[src/assert_macros.svh]
// Assertion helpers shared by the RTL. They compile to nothing for synthesis.
`ifndef ASSERT_MACROS_SVH
`define ASSERT_MACROS_SVH
`ifndef SYNTHESIS
`define TLFC_ASSERT(lbl, clk, rst_n, prop, msg) \
    lbl: assert property (@(posedge clk) disable iff (!rst_n) prop) else $error(msg);
`define TLFC_NEVER(lbl, clk, rst_n, expr, msg) \
    `TLFC_ASSERT(lbl, clk, rst_n, !(expr), msg)
`else
`define TLFC_ASSERT(lbl, clk, rst_n, prop, msg)
`define TLFC_NEVER(lbl, clk, rst_n, expr, msg)
`endif
`endif

[src/tlfc_pkg.sv]
package tlfc_pkg;

    localparam int PALETTE_DEPTH_DEF = 65536;
    localparam int MAX_PRESCALE_DEF  = 8;
    // Upper end of the supported prescale range; run counters are sized for it.
    localparam int MAX_PRESCALE_HI   = 16;

    localparam int IDX_W      = 16;
    localparam int WORD_W     = 32;
    localparam int HALF_W     = 16;
    localparam int FMT_W      = 3;
    localparam int PS_W       = 4;
    localparam int CFG_IDX_W  = 2;
    localparam int CFG_DATA_W = 4;
    localparam int RUN_W      = $clog2(MAX_PRESCALE_HI + 5);
    localparam int CW         = 20;

    localparam logic CMD_TABLE_WRITE = 1'b0;
    localparam logic CMD_TEXEL       = 1'b1;

    localparam logic [FMT_W-1:0] FMT_PAL       = 3'd0;
    localparam logic [FMT_W-1:0] FMT_PAL_ALPHA = 3'd1;
    localparam logic [FMT_W-1:0] FMT_RGB32     = 3'd2;
    localparam logic [FMT_W-1:0] FMT_ARGB32    = 3'd3;
    localparam logic [FMT_W-1:0] FMT_YUY16     = 3'd4;

    localparam logic [CFG_IDX_W-1:0] CFG_FORMAT   = 2'd0;
    localparam logic [CFG_IDX_W-1:0] CFG_REMAP    = 2'd1;
    localparam logic [CFG_IDX_W-1:0] CFG_BORDER   = 2'd2;
    localparam logic [CFG_IDX_W-1:0] CFG_PRESCALE = 2'd3;

    localparam logic [7:0]        PIX_MAX      = 8'hff;
    localparam logic [WORD_W-1:0] ALPHA_OPAQUE = 32'hff00_0000;
    localparam logic [9:0]        REMAP_RED_BASE   = 10'h200;
    localparam logic [9:0]        REMAP_GREEN_BASE = 10'h100;

    localparam logic signed [CW-1:0] K_Y     = 20'sd298;
    localparam logic signed [CW-1:0] K_RCR   = 20'sd409;
    localparam logic signed [CW-1:0] K_GCB   = 20'sd100;
    localparam logic signed [CW-1:0] K_GCR   = 20'sd208;
    localparam logic signed [CW-1:0] K_BCB   = 20'sd516;
    localparam logic signed [CW-1:0] K_MID   = 20'sd128;
    localparam logic signed [CW-1:0] K_ROUND = 20'sd128;
    localparam logic signed [CW-1:0] Y_BLACK = 20'sd16;
    // Black level offset and rounding folded into one term of the luma product.
    localparam logic signed [CW-1:0] K_BIAS  = K_Y * Y_BLACK - K_ROUND;

    typedef struct packed {
        logic             yuy;
        logic             lead;
        logic [RUN_W-1:0] bend;
        logic [RUN_W-1:0] last_k;
    } t_run_plan;

    function automatic logic [7:0] clamp8(input logic signed [CW-1:0] v);
        logic [7:0] r;
        if (v[CW-1]) begin
            r = 8'd0;
        end else if (|v[CW-2:16]) begin
            r = PIX_MAX;
        end else begin
            r = v[15:8];
        end
        return r;
    endfunction

endpackage

[src/tlfc_color.sv]
module tlfc_color import tlfc_pkg::*; (
    input  logic              i_clk,
    input  logic              i_load,
    input  logic              i_yuy,
    input  logic [7:0]        i_y0,
    input  logic [7:0]        i_y1,
    input  logic [7:0]        i_cb,
    input  logic [7:0]        i_cr,
    input  logic [WORD_W-1:0] i_direct,
    output logic [WORD_W-1:0] o_p0,
    output logic [WORD_W-1:0] o_p1
);

    logic signed [CW-1:0] y0s, y1s, ds, es;
    logic signed [CW-1:0] n_c0, n_c1, n_rcr, n_gcb, n_gcr, n_bcb;
    logic signed [CW-1:0] r_c0, r_c1, r_rcr, r_gcb, r_gcr, r_bcb;
    logic                 r_yuy;
    logic [WORD_W-1:0]    r_direct;
    logic signed [CW-1:0] sr0, sg0, sb0, sr1, sg1, sb1;

    assign y0s = signed'(CW'(i_y0));
    assign y1s = signed'(CW'(i_y1));
    assign ds  = signed'(CW'(i_cb)) - K_MID;
    assign es  = signed'(CW'(i_cr)) - K_MID;

    // Products are registered; the sums and clamps work from the registers.
    assign n_c0  = y0s * K_Y - K_BIAS;
    assign n_c1  = y1s * K_Y - K_BIAS;
    assign n_rcr = es * K_RCR;
    assign n_gcb = ds * K_GCB;
    assign n_gcr = es * K_GCR;
    assign n_bcb = ds * K_BCB;

    always_ff @(posedge i_clk) begin
        if (i_load) begin
            r_c0     <= n_c0;
            r_c1     <= n_c1;
            r_rcr    <= n_rcr;
            r_gcb    <= n_gcb;
            r_gcr    <= n_gcr;
            r_bcb    <= n_bcb;
            r_yuy    <= i_yuy;
            r_direct <= i_direct;
        end
    end

    assign sr0 = r_c0 + r_rcr;
    assign sg0 = r_c0 - r_gcb - r_gcr;
    assign sb0 = r_c0 + r_bcb;
    assign sr1 = r_c1 + r_rcr;
    assign sg1 = r_c1 - r_gcb - r_gcr;
    assign sb1 = r_c1 + r_bcb;

    assign o_p0 = r_yuy ? {PIX_MAX, clamp8(sr0), clamp8(sg0), clamp8(sb0)} : r_direct;
    assign o_p1 = r_yuy ? {PIX_MAX, clamp8(sr1), clamp8(sg1), clamp8(sb1)} : r_direct;

endmodule

[config.mk]
export PLATFORM = sky130hd
export DESIGN_NAME = tlfc_color
export DESIGN_NICKNAME = d
export VERILOG_FILES = /design/src/assert_macros.svh /design/src/tlfc_pkg.sv /design/src/tlfc_color.sv
export SDC_FILE = /design/constraint.sdc
export NUM_CORES = 1
export LEC_CHECK = 0
export BUFFER_PORTS_ARGS = -buffer_cell sky130_fd_sc_hd__buf_4
export CAP_MARGIN = 20
export CORE_MARGIN = 1.5
export CORE_UTILIZATION = 30
export CTS_BUF_LIST = sky130_fd_sc_hd__clkbuf_4 sky130_fd_sc_hd__clkbuf_8
export CTS_CLUSTER_SIZE = 24
export DETAILED_ROUTE_END_ITERATION = 7
export GPL_ROUTABILITY_DRIVEN = 0
export PLACE_DENSITY = 0.43
export SYNTH_ARGS = -nofsm -noshare
export SYNTH_HDL_FRONTEND = slang
export SYNTH_SLANG_ARGS = --single-unit
[constraint.sdc]
create_clock -name i_clk -period 12.6 [get_ports i_clk]
set_input_delay 2.52 -clock i_clk [delete_from_list [all_inputs] [get_ports i_clk]]
set_output_delay 2.52 -clock i_clk [all_outputs]
set_load 0.02 [all_outputs]
==> After elaboration in Yosys (flattened, before gate mapping) <==
Cells that the tools add are included.
W data, S select, Z words.
{ "word_totals": {"regBits": 145, "input_bits": 67, "out_inout_bits": 64} }
{ "op_classes": {"reduce_logical": 6, "n_mux": 14, "addsub": 12, "mul": 6} }
{ "ops": {"columns": ["op", "n"], "rows": [
  ["$mux W8", 12],
  ["$add A20 B20 Y20", 4],
  ["$sub A20 B20 Y20", 4],
  ["$mux W32", 2],
  ["$sub A17 B13 Y18 const B", 2],
  ["$mul A8 B8 Y16 const B", 2],
  ["$mul A9 B10 Y19 const B", 1],
  ["$mul A9 B9 Y18 const B", 1],
  ["$reduce_or A3 Y1", 6],
  ["$sub A8 B8 Y9 const B", 2],
  ["$mul A9 B6 Y15 const B", 1],
  ["$mul A9 B5 Y14 const B", 1]
]} }

==> Depth between registers and ports, before layout <==
Gate-level depths: netlist of the first run.
{ "depth": {"word_depth": 6, "mapped_depth": 19, "depth_no_buf": 19} }

==> Least setup slack after synthesis of the first run <==
OpenSTA, ideal clock, no wires.
{ "synth_path": {"kind": "input to register", "start": "input port i_cr[3]", "end": "register r_rcr[18] (data pin)", "stages": 16, "t_required_ns": 12.342, "setup_slack_ns": 6.383, "arrival_time_ns": 5.959, "setup_ns": 0.258, "path_cell_list": "ha_1 -> ha_1 -> inv_1 -> fa_1 -> fa_1 -> inv_1 -> ha_1 -> fa_1 -> a21o_1 -> a21oi_1 -> nor2b_1 -> o211ai_1 -> a21oi_1 -> nor2_1 -> a21oi_1 -> xnor2_1"} }
{ "synth_via": {"elab_chain_cells": 2} }
{ "synth_lines": {"columns": ["element", "line", "text"], "rows": [
  ["from (decl)", "tlfc_color.sv:8", "input logic [7:0] i_cr,"],
  ["$sub A8 B8 Y9", "tlfc_color.sv:24", "assign es = signed'(CW'(i_cr)) - K_MID;"],
  ["$mul A9 B10 Y19", "tlfc_color.sv:29", "assign n_rcr = es * K_RCR;"],
  ["named net n_rcr[18]", "tlfc_color.sv:15", "logic signed [CW-1:0] n_c0, n_c1, n_rcr, n_gcb, n_gcr, n_bcb;"],
  ["to (signal assigned)", "tlfc_color.sv:38", "r_rcr <= n_rcr;"],
  ["to (decl)", "tlfc_color.sv:16", "logic signed [CW-1:0] r_c0, r_c1, r_rcr, r_gcb, r_gcr, r_bcb;"]
]} }
The timed path passes the listed nets, and every way through them passes these cells.
A chain may end at the register's enable or synchronous reset.

==> run metrics, run 1 <==
number of setup buffers added after CTS 0; Pre-antenna DRT Iters 4; area leader, netlist edfxtp_1; CP required ~10 ns; final hold violations 0; Worst Min Path Start i_direct[13]; register bit total from synthesis between 100 and 150; LEAKAGE 7.73 nW; die span in y ~220 um; die footprint 50300 um^2; average wire per standard cell about 18 um; met3 wire length approximately 1300 um; critical path's largest stage delay ~0.5 ns; Critical Path, Cell by Cell inv_1 > fa_1 > ha_1 > o211ai_1 > a21oi_1 > nor3_1 > o21ai_1 > a21oi_1 > o32ai_4 > nor2_1 > o21ai_0 > buf_4; CP Max Fanout 8; XOR/XNOR share of the synthesized area between 6 and 7%; IO buf count 130; vias per std cell 4.87; Flop pwr share a little under a fifth; clock share of power under 10%; Sw Ratio roughly half; dpl cell area between 15000 and 20000 um^2; first-pass GRT wire length between 60000 and 70000 um; Nets between 2000 and 2500; DR iter-0 viols approximately 540; mean area per synthesized cell between 10 and 15 um^2; hold-critical path depth 1; Fmax achieved around 150 MHz; post-synthesis adder-cell area fraction a little over a third; register area share after synthesis a little over a quarter; core footprint a little under 50000 um^2; startpoint class of the critical path register; CTS tree yes; endpoints failing setup 0; switching pwr around 2.0 mW; antenna-violating nets left 0; CTS buffer count 17; P per Cell Area around 240 nW/um^2; min Tclk post-route between 6 and 7 ns; die span in x between 200 and 250 um; Syn Inst Count 1465; # IOs 131; Slew HR between 30% and 40%; Ant. Diodes 0; Post-synth top cells 300 x ha_1, 194 x inv_1, 128 x edfxtp_1; largest cells by area after synthesis edfxtp_1 26%, ha_1 26%, fa_1 9.5%; std cell rows 80; YS warnings 0; Worst-path clk slew ~0.080 ns; Worst Path Buf+Inv 2; most common cell in the netlist ha_1; Power, Total between 4 and 5 mW; setup TNS 0 ns; Syn Nets about 1900; post-route clock period utilization ~52%; clock root cell clkbuf_8; Synth async-reset ratio 0%; largest family of logic cells by synthesized area adder cells; GRT Overall Usage about 16%; WL met1 about 19000 um; GRT Residual Overflow 0; critical path class register to output pin; CP delay by family, top compound AO/OA/AOI/OAI gates; multiplexer share of the synthesized area less than 1%; final core utilization 34.8%; HP Class primary input to register; Mapped Area 14700 um^2; H-Tree Depth 4; Clock Sinks roughly 130; met2 WL ~18000 um; clk buf depth 2; post-route cell area 16700 um^2; Hold-fix buffers, CTS 0; simple logic cell fraction of the synthesized area between 10% and 20%; Critical-path top delay cell edfxtp_1; Yosys cell types 93; RSZ-0062 raised after global routing no; antenna violations before repair 1; Syn-to-layout area delta 14.1%; Synth Area in Compound Gates about 16%; most frequent CP cell a21oi_1; vias in the first global route ~11000; via count roughly 11000; Gate power share between 70% and 80%; drc violations 0; Hold WS between 2 and 2.5 ns; routed wire length about 40000 um; DP Wirelength 34300 um; post_cts resized 0; WP depth 12; Post-synth EDFFs roughly 130; DR top layer met5; status complete, no violations; Internal just over 2 mW; CP arrival 4.04 ns; number of max-cap violations 0; top cell type's share of synthesized area 26.2%; maximum number of pins on one net before global-route repair 75; Initial Utilization a little under a third; Crit. End Element output pin; Max Transition Viols Final 0; maximum vdd drop roughly 140 uV; Tightest Pin Transition ~1.0 ns; layout cell share with drive strength beyond 1 about an eighth; Worst Hold Endpoint r_direct[13]$_DFFE_PP_; Main synth FF type edfxtp_1
==> layer usage <==
layer | global-route usage (%) | vias to the layer above
met5 | 0 | -
met2 | 27.3 | 195
met1 | 21.9 | 5103
met4 | 5.52 | 2
met3 | 2.10 | 41
li1 | - | 5507
==> per-stage QoR <==
stage          cells  setup slack, ns
2_1_floorplan   1465             6.38
3_3_place_gp    2197             5.96
3_5_place_dp    2197             5.93
4_1_cts         2227             5.93
5_1_grt         2227             5.74
6_report        2227             6.04
==> cell families after synthesis <==
| group | count (synthesis) |
|---|---|
| xor+xnor | 105 |
| buf+inv | 210 |
| simple gates | 306 |
| flops | 128 |
| fa+ha+maj | 370 |
| compound gates | 340 |
| mux | 6 |
==> worst max-delay path by stage <==
stage,start,to,slack [ns]
floorplan,i_cr[3],r_rcr[18]$_DFFE_PP_,6.38
global placement,i_cr[3],r_rcr[18]$_DFFE_PP_,5.96
detailed placement,i_cr[3],r_rcr[18]$_DFFE_PP_,5.93
CTS,r_c0[8]$_DFFE_PP_,o_p0[9],5.93
global route,r_rcr[1]$_DFFE_PP_,o_p0[9],5.74
finish,r_rcr[1]$_DFFE_PP_,o_p0[9],6.04
==> layout by cell type, fill, tap and decap left out, drive strengths merged, types with 11 or more instances in the layout <==
cell type  synthesis  layout
ha               300     300
a21o              31      31
buf               11     133
fa                70      70
xor2              36      36
nor2b             21      21
nand2b            11      11
inv              194     194
nor3              23      23
edfxtp           128     128
xnor2             69      69
a31oi             20      20
o21ai             81      81
clkbuf             5      19
or2               14      14
nand2             65      65
o21bai            14      14
nor2              91      91
a21oi             96      96
o21a              17      17
nand3             28      28
o211ai            13      13
==> layout make-up <==
class,instances,area [um^2]
fillers,4934,31300
flip-flops and latches,128,3840
well taps,615,769
clock inverters,11,143
inverters,194,728
clock buffers,19,249
multi-input cells,1127,10000
repair buffers,133,998
==> registers in the layout, summed over array words and instances, names as in the netlist <==
name / cells
r_direct: 32
r_rcr: 19
r_bcb: 18
r_c0: 17
r_c1: 17
r_gcb: 12
r_gcr: 12
r_yuy: 1
==> power groups by stage <==
stage          logic, mW  registers [mW]  clock network (mW)
2_1_floorplan       2.13           0.677                   0
4_1_cts             2.95           0.767               0.390
6_report            2.94           0.759               0.373
3_5_place_dp        2.93           0.776                   0
5_1_grt             3.29           0.769               0.405
3_3_place_gp        2.91           0.777                   0
(Power assumes the default switching activity.)
==> inputs of run 2 (changes only) <==
Clock period 12.6 ns to 6.4 ns, I/O delays scaled along.
==> run 2 against run 1 <==
  * Final cell count up 0.13%
  * Critical path depth decreased by 1
  * Via count decreased by 0.18%
  * Clock-buffer cell count decreased by 2
  * Clock power up 96%
  * Sequential share of layout area hardly changed
  * Cell area about the same
  * Die area unchanged
  * Sequential power is 98% higher
  * Routed wire length about the same
  * Sequential cell count is the same
  * Power rose by 97%
  * Critical path type unchanged
  * Critical endpoint is now o_p1[15]
  * Largest power group unchanged
==> run metrics, run 2 (synthesis results as in run 1) <==
Flop pwr share 18.7% (was 18.6%); vias per std cell 4.86 (was 4.87); final hold violations 0 (unchanged); routed wire length 40000 um (about the same); hold-critical path depth 1 (unchanged); die span in x 224 um (unchanged); min Tclk post-route between 5 and 6 ns; Hold-fix buffers, CTS 0 (unchanged); std cell rows 80 (unchanged); CP Max Fanout 6 (was 8); number of max-cap violations 0 (unchanged); via count 10800 (about the same); # IOs 131 (unchanged); CTS tree yes (unchanged); LEAKAGE 7.74 nW (was 7.73 nW); Initial Utilization 30.5% (unchanged); vias in the first global route 10800 (was 11000); Fmax achieved 189 MHz; Largest regs r_direct x32, r_rcr x19, r_bcb x18 (unchanged); critical path class register to output pin (unchanged); Largest Register r_direct (unchanged); Crit. End Element output pin (unchanged); antenna-violating nets left 0 (unchanged); GRT Residual Overflow 0 (unchanged); P per Cell Area 477 nW/um^2 (was 243 nW/um^2); max FFs per register 32 (unchanged); Pre-antenna DRT Iters 4 (unchanged); CP required 5.12 ns (was 10.08 ns); CP delay by family, top compound AO/OA/AOI/OAI gates (unchanged); setup ws final 1.10 ns (was 6.04 ns); die footprint 50300 um^2 (unchanged); startpoint class of the critical path register (unchanged); critical path's largest stage delay 0.55 ns (was 0.50 ns); Worst Min Path Start i_direct[13] (unchanged); CP arrival 4.02 ns (was 4.04 ns); maximum vdd drop 215 uV (was 138 uV); Hold WS 0.937 ns (was 2.19 ns); Sw Ratio 50.7% (was 50.3%); Syn-to-layout area delta 14.1% (about the same); CTS buffer count 17 (unchanged); DR iter-0 viols 559 (was 538); H-Tree Depth 4 (unchanged); GRT Overall Usage 16.2% (was 16.4%); Critical-path top delay cell edfxtp_1 (unchanged); die span in y 224 um (unchanged); clock root cell clkbuf_8 (unchanged); Critical Path, Cell by Cell fa_1 > ha_1 > a21oi_1 > o21ai_0 > nor2_1 > o21ai_1 > o221ai_2 > mux2i_1 > nor2_1 > a31oi_1 > buf_4 (was inv_1 > fa_1 > ha_1 > o211ai_1 > a21oi_1 > nor3_1 > o21ai_1 > a21oi_1 > o32ai_4 > nor2_1 > o21ai_0 > buf_4); post_cts resized 0 (unchanged); DP Wirelength 34300 um (about the same); layout cell share with drive strength beyond 1 13.6% (was 13.3%); Nets 2039 (was 2038); commonest non-fill, non-tap cell in the layout ha_1 (unchanged); number of setup buffers added after CTS 0 (unchanged); endpoints failing setup 0 (unchanged); commonest cells after routing, fill and taps aside 300 x ha_1, 194 x inv_1, 134 x buf_4, 128 x edfxtp_1 (was 300 x ha_1, 194 x inv_1, 133 x buf_4, 128 x edfxtp_1); average wire per standard cell 17.9 um (was 18.0 um); Internal 3.94 mW (was 2.02 mW); antenna violations before repair 1 (unchanged); Gate power share 72.2% (about the same); maximum number of pins on one net before global-route repair 57 (was 75); Power, Total 8.00 mW (was 4.07 mW); clk buf depth 2 (unchanged); drc violations 0 (unchanged); Worst Hold Endpoint r_direct[13]$_DFFE_PP_ (unchanged); post-route clock period utilization 82.8%; Slew HR 46.3% (was 33.1%); IO buf count 130 (unchanged); status complete, no violations (unchanged); Clock Sinks 128 (unchanged); DP Worst Slack 0.952 ns (was 5.93 ns); core footprint 48000 um^2 (unchanged); Ant. Diodes 0 (unchanged); Max Transition Viols Final 0 (unchanged); setup TNS 0 ns (unchanged); HP Class primary input to register (unchanged); most frequent CP cell nor2_1 (was a21oi_1); final core utilization 34.9% (was 34.8%); clock share of power 9.1% (was 9.2%); Tightest Pin Transition 0.805 ns (was 1.00 ns); Worst-path clk slew 0.09 ns (was 0.08 ns); switching pwr 4.06 mW (was 2.05 mW); Worst Path Buf+Inv 1 (was 2); first-pass GRT wire length 61300 um (was 62500 um); RSZ-0062 raised after global routing no (unchanged)
## run 2: changes by cell type in the layout (fill, tap and decap cells not counted), sizes merged
cell,delta
buf,+1
bufinv,-1
clkbuf,-2
clkinv,+1
inv,+4
## run 2: how the worst max path moves through the flow
stage / from / end / slack [ns] / cells past startpoint
2_1_floorplan: i_cr[3] / r_rcr[18]$_DFFE_PP_ / 1.42 / 16
3_3_place_gp: i_cr[3] / r_rcr[18]$_DFFE_PP_ / 1.0 / 17
3_5_place_dp: i_cr[3] / r_rcr[18]$_DFFE_PP_ / 0.95 / 17
4_1_cts: r_c0[8]$_DFFE_PP_ / o_p0[9] / 1.02 / 11
5_1_grt: r_c1[9]$_DFFE_PP_ / o_p1[15] / 0.81 / 11
6_report: r_c1[9]$_DFFE_PP_ / o_p1[15] / 1.10 / 11
## run 2: power groups by stage
stage | logic [mW] | registers [mW] | clock network (mW)
finish | 5.77 | 1.50 | 0.731
global route | 6.42 | 1.52 | 0.791
CTS | 5.79 | 1.51 | 0.762
detailed placement | 5.75 | 1.53 | 0
global placement | 5.73 | 1.53 | 0
floorplan | 4.20 | 1.33 | 0
## run 2: cell type report
| cell class | count | area (um^2) |
|---|---|---|
| clock buffer | 17 | 234 |
| tap | 615 | 769 |
| multi-input combinational | 1127 | 10000 |
| timing repair buffer | 134 | 1010 |
| clock inverter | 15 | 161 |
| inverter | 194 | 728 |
| sequential | 128 | 3840 |
| fill | 4965 | 31300 |
## run 2: per-stage QoR
step	instance area (um^2)	instances
floorplan	14700	1465
global placement	16400	2198
global route	16800	2230
detailed placement	16400	2198
finish	16800	2230
CTS	16800	2230
## run 2: layer usage
metal | vias up | wire, um | GRT usage, % | share of wire (%)
met4 | 2 | 1080 | 5.80 | 2.7
met3 | 42 | 1360 | 2.35 | 3.4
met1 | 5085 | 19300 | 21.3 | 48
li1 | 5513 | - | - | -
met2 | 186 | 18300 | 26.8 | 46
met5 | - | 11 | 0 | 0.027
