--- src/assert_macros.svh ---
// Assertion helpers shared by the RTL. They compile to nothing for synthesis.
`ifndef ASSERT_MACROS_SVH
`define ASSERT_MACROS_SVH
`ifndef SYNTHESIS
`define TLFC_ASSERT(lbl, clk, rst_n, prop, msg) \
    lbl: assert property (@(posedge clk) disable iff (!rst_n) prop) else $error(msg);
`define TLFC_NEVER(lbl, clk, rst_n, expr, msg) \
    `TLFC_ASSERT(lbl, clk, rst_n, !(expr), msg)
`else
`define TLFC_ASSERT(lbl, clk, rst_n, prop, msg)
`define TLFC_NEVER(lbl, clk, rst_n, expr, msg)
`endif
`endif

--- src/tlfc_pkg.sv ---
package tlfc_pkg;

    localparam int PALETTE_DEPTH_DEF = 65536;
    localparam int MAX_PRESCALE_DEF  = 8;
    // Upper end of the supported prescale range; run counters are sized for it.
    localparam int MAX_PRESCALE_HI   = 16;

    localparam int IDX_W      = 16;
    localparam int WORD_W     = 32;
    localparam int HALF_W     = 16;
    localparam int FMT_W      = 3;
    localparam int PS_W       = 4;
    localparam int CFG_IDX_W  = 2;
    localparam int CFG_DATA_W = 4;
    localparam int RUN_W      = $clog2(MAX_PRESCALE_HI + 5);
    localparam int CW         = 20;

    localparam logic CMD_TABLE_WRITE = 1'b0;
    localparam logic CMD_TEXEL       = 1'b1;

    localparam logic [FMT_W-1:0] FMT_PAL       = 3'd0;
    localparam logic [FMT_W-1:0] FMT_PAL_ALPHA = 3'd1;
    localparam logic [FMT_W-1:0] FMT_RGB32     = 3'd2;
    localparam logic [FMT_W-1:0] FMT_ARGB32    = 3'd3;
    localparam logic [FMT_W-1:0] FMT_YUY16     = 3'd4;

    localparam logic [CFG_IDX_W-1:0] CFG_FORMAT   = 2'd0;
    localparam logic [CFG_IDX_W-1:0] CFG_REMAP    = 2'd1;
    localparam logic [CFG_IDX_W-1:0] CFG_BORDER   = 2'd2;
    localparam logic [CFG_IDX_W-1:0] CFG_PRESCALE = 2'd3;

    localparam logic [7:0]        PIX_MAX      = 8'hff;
    localparam logic [WORD_W-1:0] ALPHA_OPAQUE = 32'hff00_0000;
    localparam logic [9:0]        REMAP_RED_BASE   = 10'h200;
    localparam logic [9:0]        REMAP_GREEN_BASE = 10'h100;

    localparam logic signed [CW-1:0] K_Y     = 20'sd298;
    localparam logic signed [CW-1:0] K_RCR   = 20'sd409;
    localparam logic signed [CW-1:0] K_GCB   = 20'sd100;
    localparam logic signed [CW-1:0] K_GCR   = 20'sd208;
    localparam logic signed [CW-1:0] K_BCB   = 20'sd516;
    localparam logic signed [CW-1:0] K_MID   = 20'sd128;
    localparam logic signed [CW-1:0] K_ROUND = 20'sd128;
    localparam logic signed [CW-1:0] Y_BLACK = 20'sd16;
    // Black level offset and rounding folded into one term of the luma product.
    localparam logic signed [CW-1:0] K_BIAS  = K_Y * Y_BLACK - K_ROUND;

    typedef struct packed {
        logic             yuy;
        logic             lead;
        logic [RUN_W-1:0] bend;
        logic [RUN_W-1:0] last_k;
    } t_run_plan;

    function automatic logic [7:0] clamp8(input logic signed [CW-1:0] v);
        logic [7:0] r;
        if (v[CW-1]) begin
            r = 8'd0;
        end else if (|v[CW-2:16]) begin
            r = PIX_MAX;
        end else begin
            r = v[15:8];
        end
        return r;
    endfunction

endpackage

--- src/tlfc_pixel_if.sv ---
interface tlfc_pixel_if;
    logic        valid;
    logic        ready;
    logic [31:0] argb_pixel;
    logic        run_last;

    modport source (output valid, argb_pixel, run_last, input ready);
    modport sink (input valid, argb_pixel, run_last, output ready);
endinterface

--- src/tlfc_seq.sv ---
module tlfc_seq import tlfc_pkg::*; (
    input  logic              i_clk,
    input  logic              i_rst_n,
    input  logic              i_load,
    output logic              o_load_ready,
    input  logic [WORD_W-1:0] i_p0,
    input  logic [WORD_W-1:0] i_p1,
    input  t_run_plan         i_plan,
    tlfc_pixel_if.source      o_pixel
);

    logic              r_v;
    logic [WORD_W-1:0] r_p0, r_p1;
    t_run_plan         r_plan;
    logic [RUN_W-1:0]  r_k;
    logic              r_o_v;
    logic [WORD_W-1:0] r_o_pix;
    logic              r_o_last;
    logic              out_take, emit, last, sel1;
    logic [RUN_W-1:0]  lead_k;

    assign out_take     = !r_o_v || o_pixel.ready;
    assign emit         = r_v && out_take;
    assign last         = (r_k == r_plan.last_k);
    assign o_load_ready = !r_v || (emit && last);

    // In a pair run the second pixel sits at odd positions after the leading
    // border pair, and every position past the body is the right-edge copy.
    assign lead_k = r_plan.lead ? RUN_W'(2) : RUN_W'(0);
    assign sel1   = r_plan.yuy && ((r_k >= r_plan.bend) || ((r_k >= lead_k) && r_k[0]));

    always_ff @(posedge i_clk) begin
        if (!i_rst_n) begin
            r_v   <= 1'b0;
            r_o_v <= 1'b0;
            r_k   <= '0;
        end else begin
            if (o_load_ready) begin
                r_v <= i_load;
            end
            if (out_take) begin
                r_o_v <= emit;
            end
            if (o_load_ready && i_load) begin
                r_k <= '0;
            end else if (emit) begin
                r_k <= r_k + RUN_W'(1);
            end
        end
    end

    always_ff @(posedge i_clk) begin
        if (o_load_ready && i_load) begin
            r_p0   <= i_p0;
            r_p1   <= i_p1;
            r_plan <= i_plan;
        end
        if (emit) begin
            r_o_pix  <= sel1 ? r_p1 : r_p0;
            r_o_last <= last;
        end
    end

    assign o_pixel.valid      = r_o_v;
    assign o_pixel.argb_pixel = r_o_pix;
    assign o_pixel.run_last   = r_o_last;

endmodule

--- src/flat_wrapper.sv ---
// flat-port wrapper written by rule: the top's interface ports become plain ports
module tlfc_seq_flat import tlfc_pkg::*;
  (i_clk, i_rst_n, i_load, o_load_ready, i_p0, i_p1, i_plan, o_pixel_valid, o_pixel_argb_pixel, o_pixel_run_last, o_pixel_ready);
  tlfc_pixel_if o_pixel_i ();
  input  logic i_clk;
  input  logic i_rst_n;
  input  logic i_load;
  output logic o_load_ready;
  input  logic [WORD_W-1:0] i_p0;
  input  logic [WORD_W-1:0] i_p1;
  input  t_run_plan i_plan;
  output wire logic [$bits(o_pixel_i.valid)-1:0] o_pixel_valid;
  output wire logic [$bits(o_pixel_i.argb_pixel)-1:0] o_pixel_argb_pixel;
  output wire logic [$bits(o_pixel_i.run_last)-1:0] o_pixel_run_last;
  input wire logic [$bits(o_pixel_i.ready)-1:0] o_pixel_ready;
  assign o_pixel_valid = o_pixel_i.valid;
  assign o_pixel_argb_pixel = o_pixel_i.argb_pixel;
  assign o_pixel_run_last = o_pixel_i.run_last;
  assign o_pixel_i.ready = o_pixel_ready;
  tlfc_seq u_core (.i_clk(i_clk), .i_rst_n(i_rst_n), .i_load(i_load), .o_load_ready(o_load_ready), .i_p0(i_p0), .i_p1(i_p1), .i_plan(i_plan), .o_pixel(o_pixel_i));
endmodule
--- config.mk ---
export PLATFORM = sky130hd
export DESIGN_NAME = tlfc_seq_flat
export DESIGN_NICKNAME = d
export VERILOG_FILES = /design/src/assert_macros.svh /design/src/tlfc_pkg.sv /design/src/tlfc_pixel_if.sv /design/src/tlfc_seq.sv /design/src/flat_wrapper.sv
export SDC_FILE = /design/constraint.sdc
export NUM_CORES = 1
export LEC_CHECK = 0
export ABC_AREA = 1
export ABC_CLOCK_PERIOD_IN_PS = 6700
export BUFFER_PORTS_ARGS = -buffer_cell sky130_fd_sc_hd__buf_2
export CORE_MARGIN = 2
export CORE_UTILIZATION = 55
export DETAILED_ROUTE_END_ITERATION = 6
export GPL_TIMING_DRIVEN = 0
export PLACE_DENSITY_LB_ADDON = 0.2
export SLEW_MARGIN = 30
export SYNTH_ARGS = -nofsm -noshare
export SYNTH_HDL_FRONTEND = slang
export SYNTH_SLANG_ARGS = --single-unit
export TNS_END_PERCENT = 100
--- constraint.sdc ---
create_clock -name i_clk -period 6.7 [get_ports i_clk]
set_clock_uncertainty 0.1 [all_clocks]
set_input_delay 1.675 -clock i_clk [delete_from_list [all_inputs] [get_ports i_clk]]
set_output_delay 1.675 -clock i_clk [all_outputs]
set_load 0.01 [all_outputs]
# After elaboration in Yosys (flattened, before gate mapping)
# Index checks and enable logic that the tools add are counted.
op_classes:
  bitwise: 1
  mux: 2
  reduce_logical: 11
  eq_ne: 1
  n_lt_le_gt_ge: 2
  add_sub_neg: 1
ops:
  columns: ["op", "count"]
  rows:
  - ["32-bit two-way mux", 1]
  - ["5-bit greater-or-equal comparator", 2]
  - ["5-bit by 1-bit adder with 5-bit output (second input constant)", 1]
  - ["5-bit == test", 1]
  - ["1-bit logical AND", 5]
  - ["1-bit logical OR", 3]
  - ["1-bit zero test", 2]
  - ["2-bit two-way mux", 1]
  - ["2-bit OR reduction", 1]
  - ["1-bit inverter", 1]
word_totals:
  regBits: 116
  elab_cells: 29

# Depth between registers and ports, before layout
# Gate-level depths: netlist (run 1).
logic_depth:
  ltp_word: 7
  depth_mapped: 11
  mapped_depth_nobuf: 10

# Worst setup path after synthesis (run 1)
# Ideal clock, no wire load.
synth_timing:
  path_kind: "input-to-reg"
  startpoint: "input o_pixel_ready"
  endpoint: "register u_core.r_p0[0] (enable)"
  t_arrival_ns: 4.499
  t_required_ns: 6.170
  path_buffers: 0
  setup_slack_ns: 1.671
  cell_stages: 8
  cell_sequence: "inv_1 > nand2_1 > nand2_1 > inv_1 > nand4_1 > nand2_2 > nand2_1 > inv_1"
synth_via:
  elab_chain_cells: 5
synth_rtl:
  columns: ["element", "line_no", "text"]
  rows:
  - ["start: declaration", "flat_wrapper.sv:15", "input wire logic [$bits(o_pixel_i.ready)-1:0] o_pixel_ready;"]
  - ["1-bit logical OR", "tlfc_seq.sv:22", "assign out_take = !r_o_v || o_pixel.ready;"]
  - ["1-bit logical AND", "tlfc_seq.sv:23", "assign emit = r_v && out_take;"]
  - ["via u_core.emit", "tlfc_seq.sv:19", "logic out_take, emit, last, sel1;"]
  - ["1-bit logical AND", "tlfc_seq.sv:25", "assign o_load_ready = !r_v || (emit && last);"]
  - ["1-bit logical OR", "tlfc_seq.sv:25", null]
  - ["via o_load_ready", "flat_wrapper.sv:8", "output logic o_load_ready;"]
  - ["1-bit logical AND", "tlfc_seq.sv:53", "if (o_load_ready && i_load) begin"]
  - ["end signal: assignment", "tlfc_seq.sv:54", "r_p0 <= i_p0;"]
  - ["end: declaration", "tlfc_seq.sv:13", "logic [WORD_W-1:0] r_p0, r_p1;"]
# The timed path passes the listed nets, and every way through them passes these cells.
# A chain may end at the register's enable or synchronous reset.

# Worst setup path after layout (run 1)
layout_timing:
  startpoint: "input o_pixel_ready"
  endpoint: "output o_load_ready"
layout_via:
  elab_chain_cells: 4
layout_rtl:
  columns: ["element", "line_no"]
  rows:
  - ["1-bit logical OR", "tlfc_seq.sv:22"]
  - ["1-bit logical AND", "tlfc_seq.sv:23"]
  - ["via u_core.emit", "tlfc_seq.sv:19"]
  - ["1-bit logical AND", "tlfc_seq.sv:25"]
  - ["1-bit logical OR", "tlfc_seq.sv:25"]
  - ["end: declaration", "flat_wrapper.sv:8"]
# The timed path passes the listed nets, and every way through them passes these cells.

==> key figures, run 1 <==
Synth
  – Synth unique cells: 22
  – EDFF count, synth: 109
  – Top post-synthesis cells by count: edfxtp_1, nand2_1, nand3_1
  – Sequential-to-total area share from yosys stat: 79.5%
  – Syn. warnings: 0
  – Syn_nets: 385
  – Post-synthesis cell area: 0.00429 mm2
  – Count leader, synth: edfxtp_1
  – Ys async rst share: 0%
  – Area share of the largest cell type after synthesis: 76.3%
  – Dominant synthesized flop cell: edfxtp_1
  – Syn Inst Count: 298
  – Yosys reg bits: 116
  – Syn Area/Cell: 14.4 um2
  – Synth area leader: edfxtp_1
  – Synth area leaders: edfxtp_1, nand2_1, nand3_1

Power
  – Tot Pwr: 1.83 mW
  – VDD IR max: 0.265 mV
  – P_leak: 2.41 nW
  – Pwr per Cell Area: 326 mW/mm2

Setup path
  – Worst EP arrival: 2.74 ns
  – Crit-path cells: buf_2, inv_1, nand2_1, nand2_1, inv_2, nand4_1, nand2_2, buf_2
  – Critical path's top delay family: buffers and inverters
  – Endpoint class of the critical path: output pin
  – RR Startpoint: u_core.o_pixel.valid$_SDFFE_PN0N_
  – Flop2flop setup slack: 4.36 ns
  – Setup CP Type: primary input to output pin
  – CP Launch Point: o_pixel_ready
  – Crit-path max cell delay: 0.36 ns
  – CP bufs+invs: 4
  – Worst EP required: 4.93 ns
  – Worst path slowest cell: inv_2
  – Startpoint types: primary input
  – Critical path fanouts, max: 16

STA
  – Final setup violation count: 0
  – Slew Limit Fails: 0
  – Fmax: 0.221 GHz
  – Setup ws final: 2.18 ns
  – Slew headroom: 68.2%
  – Actual slew at the worst max-slew pin: 0.477 ns
  – Setup TNS after final layout: 0 ns
  – Worst hold slack: 0.386 ns
  – RSZ-0062 raised after global routing: false
  – Final hold viol count: 0
  – Min Tclk post-route: 4.52 ns
  – Period utilization: 67.4%

Drt
  – Wire length per cell: 13.9 um
  – Avg Vias per Cell: 4.91
  – Initial drt markers: 131
  – DRT Pass-1 Iters: 4
  – DRT antenna net count: 0
  – Vias after detailed routing: 2685
  – Final WL: 7620 um
  – DR DRC count: 0

Hold path
  – Hold_sp: u_core.o_pixel.valid$_SDFFE_PN0N_
  – Worst Hold Class: flip-flop to flip-flop

Clock network
  – CTS Buffer Depth: 2
  – H-tree levels: 4
  – Hold-fix buffers at CTS: 0
  – CTS tree: done
  – PostCTS Resize Cnt: 0
  – Clk sinks: 116
  – Root buf cell: clkbuf_8
  – Total CTS buffers: 17
  – Post-CTS setup buffer count: 0
  – Clock Latency Late Sink: 0.48 ns
  – Clock-pin transition on the worst setup and hold timing paths: 0.06 ns

GRT
  – Initial antenna violation count: 0
  – Vias in the first global route: 2575
  – Global Route Usage Sum: 19.0%
  – Grt total ovfl: 0
  – Largest net degree at the start of global routing: 44
  – First-pass GRT wire length: 11900 um

Floorplanning
  – Row cnt: 32
  – I/O pin count: 115
  – Die Ht: 92.3 um
  – Core Box Area: 0.00765 mm2
  – Initial Utilization: 56.1%
  – Die width: 92.3 um
  – Die area: 0.00853 mm2

Place
  – DPL Wire Length: 5060 um
  – Place WS: 2.18 ns
  – Placed Area: 0.00504 mm2
  – Port bufs: 114
  – Routability Congestion: 0.758

Cells and area
  – # diodes: 0
  – Final Cell Area: 0.00562 mm2
  – Syn-to-layout area delta: 30.9%
  – Layout cells sized above 1: 36.2%
  – Fin nets: 520

Run
  – Max_cap viols: 0

Status
  – Status: complete, no violations
[metrics by stage]
step           utilization, %  instances
5_1_grt                  73.4        547
3_5_place_dp             65.9        516
4_1_cts                  73.4        547
6_report                 73.4        547
2_1_floorplan               -        298
3_3_place_gp             65.2        514
[path summary, 6_finish.rpt]
check	end	depth (start not counted)
max	o_load_ready	8
min	u_core.o_pixel.valid$_SDFFE_PN0N_	2
max reg2reg	u_core.r_p1[12]$_DFFE_PP_	8
min reg2reg	u_core.o_pixel.valid$_SDFFE_PN0N_	2
[state kept, by name, indices dropped and copies added (netlist names)]
register                   flops
u_core.o_pixel.valid           1
u_core.r_p1                   32
u_core.r_k                     5
u_core.r_plan                 12
u_core.o_pixel.argb_pixel     32
u_core.r_v                     1
u_core.r_p0                   32
u_core.o_pixel.run_last        1
[area by class of cell]
type / count / area, um2
flip-flops and latches: 116 / 3410
multi-input cells: 151 / 736
repair buffers: 116 / 618
fillers: 507 / 2030
clock buffers: 18 / 418
plain buffers: 10 / 63.8
clock inverters: 13 / 159
well taps: 102 / 128
inverters: 21 / 81.3
[worst reg2reg max path, delay by kind of cell (launching register included)]
family	cells	cell delay, ns
buffers and inverters	3	1.02
DFF	1	0.30
and+or+nand+nor	5	0.59
[cell usage in the layout, fill, tap and decap left out, drive strengths merged]
master,n
ha,7
buf,125
a21oi,4
and3,1
edfxtp,109
nand2,84
nand3,36
inv,23
clkinvlp,2
clkinv,6
dfxtp,7
clkbuf,19
nor2,9
xor2,4
xnor2,1
o21ai,3
nand4,2
bufinv,3
[metal layers]
layer  vias to the layer above  global-route usage [%]  wire, um
li1                       1312                       -         -
met1                      1252                    23.0      3130
met2                       114                    32.4      3930
met3                         7                    6.10       509
met4                         0                    6.59        53
met5                         -                       0         0
[where the power goes]
| group | leakage (nW) | total [mW] | switching, mW | internal (mW) |
|---|---|---|---|---|
| Combinational | 1.04 | 0.110 | 0.0656 | 0.0440 |
| Clock | 0.279 | 0.866 | 0.302 | 0.564 |
| Sequential | 1.09 | 0.857 | 0.0120 | 0.845 |
[cells by family after synthesis]
logic type | Yosys count | share of synthesized area (%)
AOI/OAI and AO/OA | 7 | 0.904
xor gates and xnor gates | 5 | 1.02
adders and majority gates | 7 | 2.04
buffers and inverters | 31 | 3.32
DFF | 116 | 79.5
and+or+nand+nor | 132 | 13.2
No activity file was read; power rests on OpenSTA's default activity.
==> inputs of run 2 (changes only) <==
- ABC_CLOCK_PERIOD_IN_PS: 6700 -> 4700
- CORE_UTILIZATION: 55 -> 52
- clock period: 6.7 -> 4.7 ns (I/O delays scaled with it)
==> run 2 against run 1 <==
- critical path depth unchanged
- clock power increased by 40%
- highest routed layer unchanged
- worst setup slack got worse by 1.3 ns
- count of clock-buffer cells in the layout decreased by 1
- non-clock buffer count decreased by 1
- critical endpoint unchanged
- largest cell class unchanged
- die area increased by 5.5%
==> key figures, run 2 (same netlist as run 1, synthesis figures left out) <==
Place
  – Port bufs: 114
  – Routability Congestion: 0.760
  – Dpl cells: 518
  – DPL Wire Length: 4960 um
  – Placed Area: 0.00502 mm2

Setup path
  – Flop2flop setup slack: 2.04 ns
  – Crit-path max cell delay: 0.64 ns
  – Worst EP arrival: 2.54 ns
  – CP bufs+invs: 4
  – Startpoint types: primary input
  – Setup CP Type: primary input to output pin
  – Critical path fanouts, max: 37
  – RR Startpoint: u_core.o_pixel.valid$_SDFFE_PN0N_
  – R2R depth: 8
  – R2r endpoint: u_core.r_p0[0]$_DFFE_PP_
  – Crit-path cells: buf_2, inv_1, nand2_1, nand2_1, inv_2, nand4_1, nand2_2, buf_2
  – Critical path's top delay family: buffers and inverters
  – Worst path slowest cell: inv_2
  – Worst EP required: 3.42 ns
  – Endpoint class of the critical path: output pin

Clock network
  – Root buf cell: clkbuf_8
  – PostCTS Resize Cnt: 0
  – Clock-pin transition on the worst setup and hold timing paths: 0.06 ns
  – Post-CTS setup buffer count: 0
  – Clock Latency Late Sink: 0.50 ns
  – Total CTS buffers: 17
  – H-tree levels: 4
  – CTS Buffer Depth: 2
  – Hold-fix buffers at CTS: 0
  – CTS tree: done
  – Clk sinks: 116

Cells and area
  – Syn-to-layout area delta: 30.1%
  – Fin nets: 519
  – Most frequent cells in the layout: buf_2, edfxtp_1, nand2_1
  – Finished Layout Cells: 550
  – Layout cells sized above 1: 36.2%
  – Final core area utilization: 69.0%
  – Commonest non-fill, non-tap cell in the layout: buf_2
  – Final Cell Area: 0.00559 mm2
  – # diodes: 0

STA
  – Slew headroom: 44.7%
  – Min Tclk post-route: 3.82 ns
  – Final setup violation count: 0
  – Actual slew at the worst max-slew pin: 0.828 ns
  – Final hold viol count: 0
  – Fmax: 0.262 GHz
  – RSZ-0062 raised after global routing: false
  – Slew Limit Fails: 0
  – Period utilization: 81.2%

Power
  – Psw: 0.559 mW
  – Pwr per Cell Area: 462 mW/mm2
  – Tot Pwr: 2.58 mW
  – VDD IR max: 0.325 mV
  – Comb power frac: 5.8%
  – P_leak: 2.39 nW
  – Switching share of total power: 21.7%
  – Internal power: 2.02 mW
  – Clock power share: 46.8%
  – Reg power frac: 47.4%

Drt
  – DR DRC count: 0
  – DRT Pass-1 Iters: 5
  – Avg Vias per Cell: 4.83
  – DRT antenna net count: 0
  – Final WL: 7520 um
  – Initial drt markers: 116
  – Wire length per cell: 13.7 um
  – Vias after detailed routing: 2659

Hold path
  – Worst Hold Class: flip-flop to flip-flop
  – Hold_sp: u_core.o_pixel.valid$_SDFFE_PN0N_
  – Count of cells along the worst hold path: 2
  – Worst Hold End: u_core.o_pixel.valid$_SDFFE_PN0N_

Floorplanning
  – Core Box Area: 0.00809 mm2
  – Die area: 0.00900 mm2
  – Initial Utilization: 53.0%
  – I/O pin count: 115
  – Die width: 94.8 um
  – Row cnt: 33
  – Die Ht: 94.8 um

Run
  – Max_cap viols: 0

GRT
  – Grt total ovfl: 0
  – Initial antenna violation count: 0
  – Largest net degree at the start of global routing: 41
  – Global Route Usage Sum: 18.2%
  – First-pass GRT wire length: 11700 um
  – Vias in the first global route: 2589

Status
  – Status: complete, no violations
## run 2: area by class of cell
cell class,instances,area (um2)
Sequential cell,116,3410
Fill cell,591,2510
Multi-Input combinational cell,151,736
Timing Repair Buffer,115,591
Clock buffer,17,414
Clock inverter,15,155
Tap cell,105,131
Inverter,21,81.3
Buffer,10,63.8
## run 2: worst max path at each step
stage	end	from	slack [ns]	cells past startpoint
after global placement	u_core.r_p0[10]$_DFFE_PP_	o_pixel_ready	-0.86	9
after CTS	o_load_ready	o_pixel_ready	0.86	8
after detailed placement	o_load_ready	o_pixel_ready	0.86	8
after global routing	o_load_ready	o_pixel_ready	0.73	8
after floorplan	u_core.r_p0[0]$_DFFE_PP_	o_pixel_ready	0.17	8
final	o_load_ready	o_pixel_ready	0.88	8
## run 2: power by group through the flow
| stage | combinational, mW | sequential [mW] | clock (mW) |
|---|---|---|---|
| global route | 0.171 | 1.23 | 1.28 |
| detailed placement | 0.153 | 1.24 | 0 |
| floorplan | 0.0666 | 1.25 | 0 |
| CTS | 0.154 | 1.22 | 1.23 |
| global placement | 0.144 | 1.24 | 0 |
| finish | 0.151 | 1.22 | 1.21 |
## run 2: through the flow
step	worst slack [ns]	hold slack [ns]	TNS, ns
global route	0.726	0.409	0
CTS	0.860	0.390	0
global placement	-0.861	0.370	-65.10
floorplan	0.171	0.387	0
detailed placement	0.861	0.382	0
finish	0.884	0.386	0
## run 2: worst reg2reg max path, stage by stage (launching register included)
cell	delay (ns)
dfxtp_1	0.30
nand2_1	0.08
nand2_1	0.12
inv_2	0.64
nand4_1	0.20
nand2_2	0.11
nand2_1	0.11
inv_4	0.38
buf_12	0.28
## run 2: per-layer routing
metal	GRT usage, %	part of all wire (%)	vias up
met5	0	0	-
met4	8.57	1.2	0
met3	6.15	5.8	10
met2	31.4	53	94
met1	20.3	40	1239
li1	-	-	1316
==> inputs of run 3 (changes only) <==
- ABC_CLOCK_PERIOD_IN_PS: 4700 -> 3800
- clock period: 4.7 -> 3.8 ns (I/O delays scaled with it)
==> run 3 against run 2 <==
- sequential share of layout area down 0.20 points
- sequential power up 24%
- utilization up 0.23 points
- via count down 0.49%
- largest cell class unchanged
==> key figures, run 3 (same netlist as run 1, synthesis figures left out) <==
Status
  – Status: complete, no violations

Setup path
  – Endpoint class of the critical path: output pin
  – Crit-path cells: buf_2, inv_1, nand2_1, nand2_1, inv_2, nand4_1, nand2_2, buf_2
  – Flop2flop setup slack: 1.60 ns
  – R2r endpoint: u_core.r_p0[7]$_DFFE_PP_
  – Setup CP Type: primary input to output pin
  – Worst path slowest cell: inv_2
  – RR Startpoint: u_core.o_pixel.valid$_SDFFE_PN0N_
  – Critical path fanouts, max: 13
  – Worst EP arrival: 1.94 ns
  – R2R depth: 8
  – Crit-path max cell delay: 0.29 ns
  – Startpoint types: primary input
  – Worst EP required: 2.75 ns

Hold path
  – Worst Hold End: u_core.o_pixel.valid$_SDFFE_PN0N_
  – Worst Hold Class: flip-flop to flip-flop
  – Count of cells along the worst hold path: 2
  – Hold_sp: u_core.o_pixel.valid$_SDFFE_PN0N_

Cells and area
  – # diodes: 0
  – Commonest non-fill, non-tap cell in the layout: buf_2
  – Fin nets: 521
  – Layout cells sized above 1: 36.5%
  – Filler cells: 600
  – Syn-to-layout area delta: 30.6%
  – Most frequent cells in the layout: buf_2, edfxtp_1, nand2_1
  – Finished Layout Cells: 551

Floorplanning
  – Initial Utilization: 53.0%
  – Core Box Area: 0.00809 mm2
  – Die area: 0.00900 mm2
  – I/O pin count: 115
  – Die width: 94.8 um
  – Row cnt: 33
  – Die Ht: 94.8 um

Drt
  – Initial drt markers: 105
  – Final WL: 7570 um
  – Wire length per cell: 13.7 um
  – Avg Vias per Cell: 4.80
  – Vias after detailed routing: 2646
  – DRT antenna net count: 0
  – DR DRC count: 0
  – DRT Pass-1 Iters: 4

STA
  – Period utilization: 78.7%
  – Final setup violation count: 0
  – Slew headroom: 66.8%
  – RSZ-0062 raised after global routing: false
  – Slew Limit Fails: 0
  – Fmax: 0.335 GHz
  – Actual slew at the worst max-slew pin: 0.498 ns
  – Worst hold slack: 0.391 ns
  – Final hold viol count: 0
  – Min Tclk post-route: 2.99 ns

GRT
  – Largest net degree at the start of global routing: 33
  – Initial antenna violation count: 0
  – Vias in the first global route: 2573
  – First-pass GRT wire length: 11700 um
  – Global Route Usage Sum: 18.2%
  – Grt total ovfl: 0

Place
  – Routability Congestion: 0.725
  – Port bufs: 114
  – DPL Wire Length: 4990 um
  – Dpl cells: 520

Clock network
  – Root buf cell: clkbuf_8
  – Clock-pin transition on the worst setup and hold timing paths: 0.06 ns
  – H-tree levels: 4
  – CTS tree: done
  – CTS Buffer Depth: 2
  – Total CTS buffers: 17
  – PostCTS Resize Cnt: 0
  – Hold-fix buffers at CTS: 0
  – Clk sinks: 116
  – Post-CTS setup buffer count: 0
  – Clock Latency Late Sink: 0.49 ns

Power
  – VDD IR max: 0.275 mV
  – P_leak: 2.38 nW
  – Pwr per Cell Area: 558 mW/mm2

Run
  – Max_cap viols: 0
-- run 3: power by group --
part | total [mW] | internal (mW) | switching (mW)
clock | 1.42 | 0.867 | 0.556
sequential | 1.51 | 1.49 | 0.0205
combinational | 0.194 | 0.0793 | 0.115
-- run 3: cell type report --
class	count	area, um2	area share, %
clock inverter	14	133	2.37
sequential	116	3410	60.9
timing repair buffer	117	631	11.3
tap	105	131	2.34
inverter	21	82.6	1.47
multi-input combinational	151	736	13.1
buffer	10	63.8	1.14
clock buffer	17	414	7.39
-- run 3: layer usage --
layer  wire length (um)  global-route usage [%]  vias up
met3                440                    6.07        7
met4                 91                    8.70        0
met2               4050                    31.7       76
li1                   -                       -     1323
met1               2980                    19.9     1240
met5                  0                       0        -
-- run 3: stage by stage --
| step | cell area [um2] | setup WS (ns) | TNS (ns) | util, % | total power [mW] |
|---|---|---|---|---|---|
| detailed placement | 5060 | 0.788 | 0 | 62.5 | 1.73 |
| global placement | 5000 | -0.759 | -57.38 | 61.8 | 1.72 |
| finish | 5600 | 0.811 | 0 | 69.2 | 3.13 |
| floorplan | 4300 | 0.101 | 0 | - | 1.63 |
| CTS | 5600 | 0.788 | 0 | 69.2 | 3.16 |
| global route | 5600 | 0.701 | 0 | 69.2 | 3.25 |
-- run 3: worst max-delay path by stage --
stage / endpoint / start / slack (ns)
finish: o_load_ready / o_pixel_ready / 0.81
global route: o_load_ready / o_pixel_ready / 0.70
CTS: o_load_ready / o_pixel_ready / 0.79
detailed placement: o_load_ready / o_pixel_ready / 0.79
global placement: u_core.r_p1[4]$_DFFE_PP_ / o_pixel_ready / -0.76
floorplan: u_core.r_p0[0]$_DFFE_PP_ / o_pixel_ready / 0.10
-- run 3: critical path: cells and delay by family --
family | cells | cell delay (ns)
buf+inv | 4 | 0.53
simple gates | 4 | 0.47
